**src/design/acmac_ram.sv**
```systemverilog
module acmac_ram #(
   parameter int unsigned WIDTH = 128,
   parameter int unsigned DEPTH = 11
) (
   input  logic                     clock,
   input  logic                     wr_en,
   input  logic [$clog2(DEPTH)-1:0] wr_addr,
   input  logic [WIDTH-1:0]         wr_data,
   input  logic [$clog2(DEPTH)-1:0] rd_addr,
   output logic [WIDTH-1:0]         rd_data
);
   logic [WIDTH-1:0] mem [DEPTH];

   always_ff @(posedge clock) begin
      if (wr_en) begin
         mem[wr_addr] <= wr_data;
      end
      rd_data <= mem[rd_addr];
   end
endmodule

```
**config.mk**
```make
export PLATFORM = sky130hd
export DESIGN_NAME = acmac_ram
export DESIGN_NICKNAME = d
export VERILOG_FILES = /design/src/design/acmac_ram.sv
export SDC_FILE = /design/constraint.sdc
export NUM_CORES = 1
export LEC_CHECK = 0
export ABC_AREA = 1
export BUFFER_PORTS_ARGS = -buffer_cell sky130_fd_sc_hd__clkbuf_2
export CAP_MARGIN = 10
export CORE_ASPECT_RATIO = 1.4
export CORE_UTILIZATION = 35
export CTS_BUF_LIST = sky130_fd_sc_hd__clkbuf_4
export CTS_CLUSTER_DIAMETER = 30
export CTS_CLUSTER_SIZE = 30
export DETAILED_ROUTE_END_ITERATION = 7
export PLACE_DENSITY_LB_ADDON = 0.05
export SLEW_MARGIN = 10
export SYNTH_ARGS = -nofsm -noshare
export SYNTH_HDL_FRONTEND = slang
export SYNTH_SLANG_ARGS = --single-unit
```
**constraint.sdc**
```tcl
create_clock -name clock -period 11.75 [get_ports clock]
set_input_delay 0.5875 -clock clock [delete_from_list [all_inputs] [get_ports clock]]
set_output_delay 0.5875 -clock clock [all_outputs]
set_load 0.01 [all_outputs]
```
* Yosys cells after proc, flatten, opt, wreduce, memory -nomap -nowiden
Memory sizes are Yosys's and may differ from the RTL's. A register that Yosys moved wholly into a read port is not among the register bits.
Cells that the tools add are included.
** Storage, ports and cells
- Output and inout bits :: 128
- Bits in writable memories :: 1408
- Flip-flop bits (word level) :: 0
- Logic and storage cells :: 3
- Memories :: 1
** Memories
- mem :: depth 11, bits a word 128, rd ports 1, clocked after memory_dff 1, write ports 1, RTL line 12 : logic [WIDTH-1:0] mem [DEPTH];
** Operators by class
- Multiplexer cells :: 2
** Operators by type and width (count)
- 1-bit two-way mux :: 2

* Depth between registers and ports, before layout
Gate-level depths: netlist of the first run.
- Word-level depth :: 2
- Depth in mapped cells :: 9
- Gate-level depth less buffers :: 7

* Least setup slack after synthesis of the first run
No wires, ideal clock.
- Path type :: in2reg
- Start :: input wr_addr[2]
- End :: memory mem[0][0], enable pin
- Data required time :: 11.133 ns
- Data arrival time :: 6.099 ns
- Stages on the path :: 3
- Buffers on the path :: 0
- Slack :: 5.034 ns
- Path through :: inv_1 > nand3_1 > nor2_1
** RTL lines
- start: declaration :: RTL line 7 : input logic [$clog2(DEPTH)-1:0] wr_addr,
- end: declaration :: RTL line 12
No word-level cell before the write port.

==> reports/metrics.yaml, run 1 <==
core-area_um2: 172000
fin_cells: 8405
syn_avg_cell_area_um2: 11.5
die_w_um: 355
syn-cell-area_um2: 60900
drt_wl_total_mm: 175
max-slew-margin-rel_pct: 20.7
dp.cells: 7610
worstRegToRegCells: 7
wl_per_cell_um: 20.8
dieArea_um2: 176000
syn2layout_area_growth_pct: 17.3
drt_iter0_markers: 2758
nFillCells: 16700
postCtsHoldBufs: 192
min_path_cells: 3
post_cts_buffers: 0
vias: 39700
crit_path_end_kind: "flop"
clk_pin_slew_worst_paths_ps: 100
rrSetupSlack_ps: 10290
final_max_slew_viol_count: 0
crit_type: "in2reg"
dpl.hpwl_mm: 78.0
syn-num-nets: 5438
cp-start-kind: "input port"
stdcell_area_um2: 71500
min_to: "mem[4][24]"
synthCells: 5300
grt_max_degree: 196
critPathMaxStageDelay_ps: 810
place.gp.congestion: 0.716
overflow: 0
cts_made_buffers: 338
drive_gt1_share_pct: 14.5
ios: 266
r2r_start: "mem[5][82]"
synth.ff_latch_count: 1536
multi_input_comb_area_um2: 11800
synth_cell_types: 12
worstPathMaxFanout: 142
path_buf_inv: 6
initial_core_util_pct: 35.3
fin_crit_ps: 3860
antenna_found_initial: 21
worst_path_max_delay_cell: "buf_4"
p_leak_nw: 29.1
dp_slack_ps: 7580
vias_per_cell: 4.73
rsz0062_at_grt: "false"
grt_pass1_vias: 39800
drv_cap: 0
yosysSeqAreaShare_pct: 73.6
h-tree-depth: 5
setup_ws_ps: 7890
crit_family: "buffers and inverters"
fin_tns_setup_ps: 0
cts_root_buf: "clkbuf_4"
fmax_mhz: 259
ant_nets: 0
cp_common_cell: "nand3_1"
clock_latency_ps: 1330
clockBufferDepth: 4
regArea_um2: 44800
drc: 0
hold_class: "in2reg"
finalCritPeriodShare_pct: 32.8
worst_pin_slew_ps: 1190
setup_viol_count_final: 0
fin_nets: 6005
grt_pass1_wl_mm: 259
rows: 180
vdd_drop_max_v: 0.0000997
yosysWarnings: 0
cts.sinks: 1536
finalHoldViolCount: 0
fp.dieH_um: 496
cts_resized: 0
cts_tree: "built"
power.density_nw_per_um2: 165
fin_skew_ps: 74.2
grtUsageTotal_pct: 19.9
placed_area_um2: 64400
io_buffers: 265
status: "completed"
crit_chain: "dlygate4sd3_1 -> buf_8 -> buf_4 -> buf_12 -> buf_4 -> nand2_1 -> nand3_1 -> nand3_1 -> nand3_1 -> nand2_1 -> dlygate4sd3_1"
cp.required_ps: 12950
hp-start: "wr_addr[2]"
worstReg2RegEnd: "rd_data[82]"
arrival_ps: 5060
drtPass1Iterations: 5
## kinds of logic (layout without fill, tap and decap cells)
group	after synthesis	in the layout	share of synthesized area [%]
flops	1536	1536	73.6
buf+inv	1058	1878	7.06
compound gates	128	128	1.58
simple gates	2578	2578	17.7
other cells	0	10	0
## worst max path at each step
stage	from	endpoint	slack (ps)	cells past startpoint
detailed placement	rd_addr[1]	rd_data[70]	7580	8
global placement	rd_addr[1]	rd_data[70]	7600	8
global route	rd_addr[0]	rd_data[82]	7770	11
CTS	rd_addr[0]	rd_data[82]	8080	11
finish	rd_addr[0]	rd_data[82]	7890	11
floorplan	wr_addr[2]	mem[0][0]	5030	3
## power breakdown
part	switching, mW	internal (mW)
clock network	2.29	2.63
registers	0.0513	6.10
logic	0.510	0.224
## synth_stat cells, drive strengths merged
| master | instances | share of area (%) |
|---|---|---|
| nand2 | 1668 | 10 |
| edfxtp | 1408 | 69 |
| nand3 | 899 | 7.4 |
| inv | 776 | 4.8 |
| buf | 201 | 1.8 |
| dfxtp | 128 | 4.2 |
| o211ai | 128 | 1.6 |
| clkbuf | 81 | 0.50 |
| nor2 | 11 | 0.068 |
## metrics by stage
stage	total power, mW	util [%]	hold WS, ps
after floorplan	6.65	-	455
after global placement	6.97	37.4	464
after detailed placement	6.97	37.4	465
after CTS	12.0	41.5	1.93
after global routing	12.3	41.5	41.6
final	11.8	41.5	182
## layer usage
layer | global-route usage (%) | up-vias | share of wire, %
li1 | - | 19000 | -
met1 | 27.1 | 19600 | 46
met2 | 32.2 | 925 | 47
met3 | 4.02 | 282 | 4.8
met4 | 5.47 | 28 | 1.9
met5 | 0 | - | 0.10
## placed cells by master, fill, tap and decap left out
cell / instances
inv_2: 2
dfxtp_1: 128
clkinv_4: 10
buf_8: 2
diode_2: 10
nand3_1: 899
clkinv_2: 63
inv_8: 4
inv_6: 10
clkbuf_4: 395
clkbuf_2: 261
o211ai_1: 128
clkbuf_8: 2
inv_1: 772
clkinv_1: 40
dlygate4sd3_1: 192
clkinvlp_4: 30
nor2_4: 11
edfxtp_1: 1408
buf_12: 12
buf_4: 40
nand2_1: 1668
bufinv_16: 43
## worst register-to-register path, stage by stage (launching register included)
cell	delay, ps
edfxtp_1	370
inv_1	60
nand2_1	40
nand3_1	110
nand3_1	110
nand3_1	130
nand2_1	60
dlygate4sd3_1	540
## flip-flops by register name (all words and copies together), names as in the netlist
register,cells
mem,1408
rd_data,128
## cell type report
| class | count | share of cell area (%) |
|---|---|---|
| clock buffer | 395 | 4.15 |
| multi-input combinational | 2706 | 16.6 |
| timing repair buffer | 509 | 5.35 |
| sequential | 1536 | 62.8 |
| tap | 2275 | 3.98 |
| inverter | 776 | 4.12 |
| antenna | 10 | 0.0350 |
| clock inverter | 198 | 3.03 |
No activity file was read; power rests on OpenSTA's default activity.
==> run 2, diff against run 1 <==
Settings changed: ABC_AREA 1 to 0.
Clock period 11.75 ns to 3.3 ns, I/O delays scaled along.
==> run 2 against run 1 <==
- flip-flop and latch count stayed put
- first-iteration DRC count down 43%
- worst hold slack lost 22 ps
- sequential power grew to 3.6 times the previous value
- synthesized area decreased by 5.7%
- non-clock buffer count up 147
- synthesized cell count fell by 43%
- clock skew fell by 8.4 ps
- design area fell by 2.4%
- clock-buffer cell count shrank 46
- sequential share of layout area is 1.5 points higher
- global-route usage is 0.93 points lower
- largest cell class unchanged
- largest power group unchanged
==> reports/metrics.yaml, run 2 <==
final_cell_mix: "1,408 x edfxtp_1, 384 x mux2_2, 349 x clkbuf_4"
path_buf_inv: 6  # unchanged
synthTopCellsByArea: "edfxtp_1 74%, mux2_2 7.5%, dfxtp_1 4.5%, mux2i_1 4.5%, a22o_1 2.0%"
drc: 0  # unchanged
max-slew-margin-rel_pct: 23.9  # +3.3 points
die_w_um: 344  # -2.9%
fin_skew_ps: 65.8  # -8.36 ps
dpl.hpwl_mm: 83.7  # +7.4%
drive_gt1_share_pct: 31.5  # +17 points
clockBufferDepth: 4  # unchanged
syn_avg_cell_area_um2: 19.0  # +66%
vias_per_cell: 5.01  # +6.0%
final_util_pct: 42.9  # +1.4 points
synth.most_common_cell: "edfxtp_1"
clock_latency_ps: 1290  # -40 ps
crit_path_end: "mem[8][63]"
overflow: 0  # unchanged
top_regs: "mem: 1408 flops, rd_data: 128 flops"
dieArea_um2: 166000  # -5.6%
placed_area_um2: 62200  # -3.3%
syn-num-nets: 3159  # -42%
yosysWarnings: 0  # unchanged
nFillCells: 14500  # -13%
crit_type: "in2reg"
grt_max_degree: 104  # -47%
initial_core_util_pct: 35.3  # about the same
worst_path_max_delay_cell: "dlygate4sd3_1"
h-tree-depth: 5  # unchanged
finalCritPeriodShare_pct: 82.9
synth_cell_types: 20  # +8
fin_cells: 6171  # -27%
stdcell_area_um2: 69700  # -2.4%
syn2layout_area_growth_pct: 21.4
finalHoldViolCount: 0  # unchanged
fin_crit_ps: 2740
path_depth: 7  # -4
dp_slack_ps: 951  # -6620 ps
largest-register: "mem"
grt_pass1_vias: 33100  # -17%
worst_pin_slew_ps: 1140  # -49.7 ps
p_leak_nw: 23.9  # -18%
largest_reg_flops: 1408  # unchanged
crit_path_end_kind: "flop"
critPathMaxStageDelay_ps: 810  # about the same
cp-start-kind: "input port"
worstReg2RegEnd: "rd_data[74]"
cp_common_cell: "dlygate4sd3_1"
synthCells: 3021  # -43%
worstPathMaxFanout: 57  # -60%
cp.required_ps: 4180  # -8770 ps
antenna_found_initial: 17  # -19%
rrSetupSlack_ps: 1200  # -9090 ps
power.density_nw_per_um2: 583  # +250%
place.gp.congestion: 0.709  # -1.0%
drv_cap: 0  # unchanged
cts_made_buffers: 309  # -8.6%
rsz0062_at_grt: "false"
io_buffers: 265  # unchanged
arrival_ps: 3610  # -1450 ps
crit_family: "buffers and inverters"
drt_iter0_markers: 1563  # -43%
syn-cell-area_um2: 57500  # -5.7%
cts_tree: "built"
fp.dieH_um: 481  # -2.9%
synth.ff_latch_count: 1536  # unchanged
yosysSeqAreaShare_pct: 78.0  # +4.4 points
final_max_slew_viol_count: 0  # unchanged
ant_nets: 0  # unchanged
ios: 266  # unchanged
crit_chain: "dlygate4sd3_1 -> dlygate4sd3_1 -> clkbuf_2 -> dlygate4sd3_1 -> nor3_4 -> dlygate4sd3_1 -> buf_12"
grtUsageTotal_pct: 19.0  # -0.93 points
critPathLaunch: "wr_addr[1]"
drt_wl_total_mm: 157  # -10%
drtPass1Iterations: 7  # +2
worstRegToRegCells: 5  # -2
final_common_cell: "edfxtp_1"
cts_root_buf: "clkbuf_4"
grt_pass1_wl_mm: 226  # -13%
r2r_start: "mem[9][74]"
yosysTopAreaCellShare_pct: 73.6  # +4.2 points
cts.sinks: 1536  # unchanged
rows: 175  # -2.8%
core-area_um2: 163000  # -5.6%
synth_edf_count: 1408  # unchanged
hold_class: "in2reg"
fin_nets: 3942  # -34%
vias: 30900  # -22%
wl_per_cell_um: 25.5  # +23%
fmax_mhz: 365
dp.cells: 5335  # -30%
p_total_mw: 40.6  # +240%
ys_top_cells_by_count: "1,408 x edfxtp_1, 384 x mux2_2, 256 x mux2i_1, 131 x nand2b_1"
synthArstFlopShare_pct: 0  # unchanged
holdWs_ps: 160  # -21.8 ps
clk_pin_slew_worst_paths_ps: 90  # about the same
status: "completed"
synth_flop_cell: "edfxtp_1"
fin_tns_setup_ps: 0  # unchanged
vdd_drop_max_v: 0.000314  # +220%
setup_ws_ps: 564  # -7330 ps
setup_viol_count_final: 0  # unchanged
synth_top_area_cell: "edfxtp_1"
-- run 2: cell count changes in the layout (fill, tap and decap cells not counted), moves of 18 or more --
cell | before | now
mux2i_1 | 0 | 256
inv_1 | 772 | 0
mux2_2 | 0 | 384
nand3_1 | 899 | 0
nand2_1 | 1668 | 1
a22o_1 | 0 | 128
clkinv_2 | 63 | 45
o31ai_1 | 0 | 128
buf_12 | 12 | 63
o22ai_1 | 0 | 128
nand2b_1 | 0 | 130
dlygate4sd3_1 | 192 | 281
clkbuf_4 | 395 | 349
-- run 2: worst min path at each step --
stage | slack [ps] | cells after the start | startpoint | to
2_1_floorplan | 260 | 0 | wr_data[0] | mem[0][0]
4_1_cts | 10 | 4 | wr_addr[0] | mem[7][91]
6_report | 160 | 4 | wr_addr[0] | mem[7][91]
5_1_grt | 40 | 4 | wr_addr[0] | mem[0][70]
3_3_place_gp | 470 | 1 | wr_data[71] | mem[0][71]
3_5_place_dp | 500 | 1 | wr_data[98] | mem[0][98]
-- run 2: layer usage --
layer	global-route usage (%)	wire [um]
met1	25.1	70700
met5	0	115
met2	30.8	75400
met3	4.81	8360
met4	4.93	2670
-- run 2: final cells by class --
type,instances,area [um^2],share of cell area [%]
repair buffers,656,5800,8.32
multi-input cells,1301,11800,16.9
clock buffers,349,2620,3.76
well taps,2124,2660,3.81
flip-flops and latches,1536,44800,64.3
clock inverters,195,2030,2.92
diodes,10,25.0,0.0359
-- run 2: repair_timing --
item	4_1_cts	5_1_grt
hold endpoints to repair	2944	0
setup buffers	0	0
gates resized for setup	0	0
hold buffers	282	0
-- run 2: worst reg2reg max path, cell delays in order, from the launching register on --
cell,delay (ps)
edfxtp_1,370
mux2_2,270
o211ai_1,150
dlygate4sd3_1,580
o31ai_1,70
dlygate4sd3_1,560
-- run 2: cell families (layout without fill, tap and decap cells) --
group	after synthesis	after routing	share of synthesized area, %
buf+inv	184	1200	1.71
flops	1536	1536	78.0
mux	640	640	12.0
other cells	0	10	0
simple gates	149	149	1.58
compound gates	512	512	6.69
-- run 2: power breakdown --
group	internal, mW	leakage (nW)	total (mW)	switching [mW]
combinational	1.07	7.52	2.57	1.50
clock	8.31	2.57	16.2	7.85
sequential	21.7	13.8	21.9	0.175
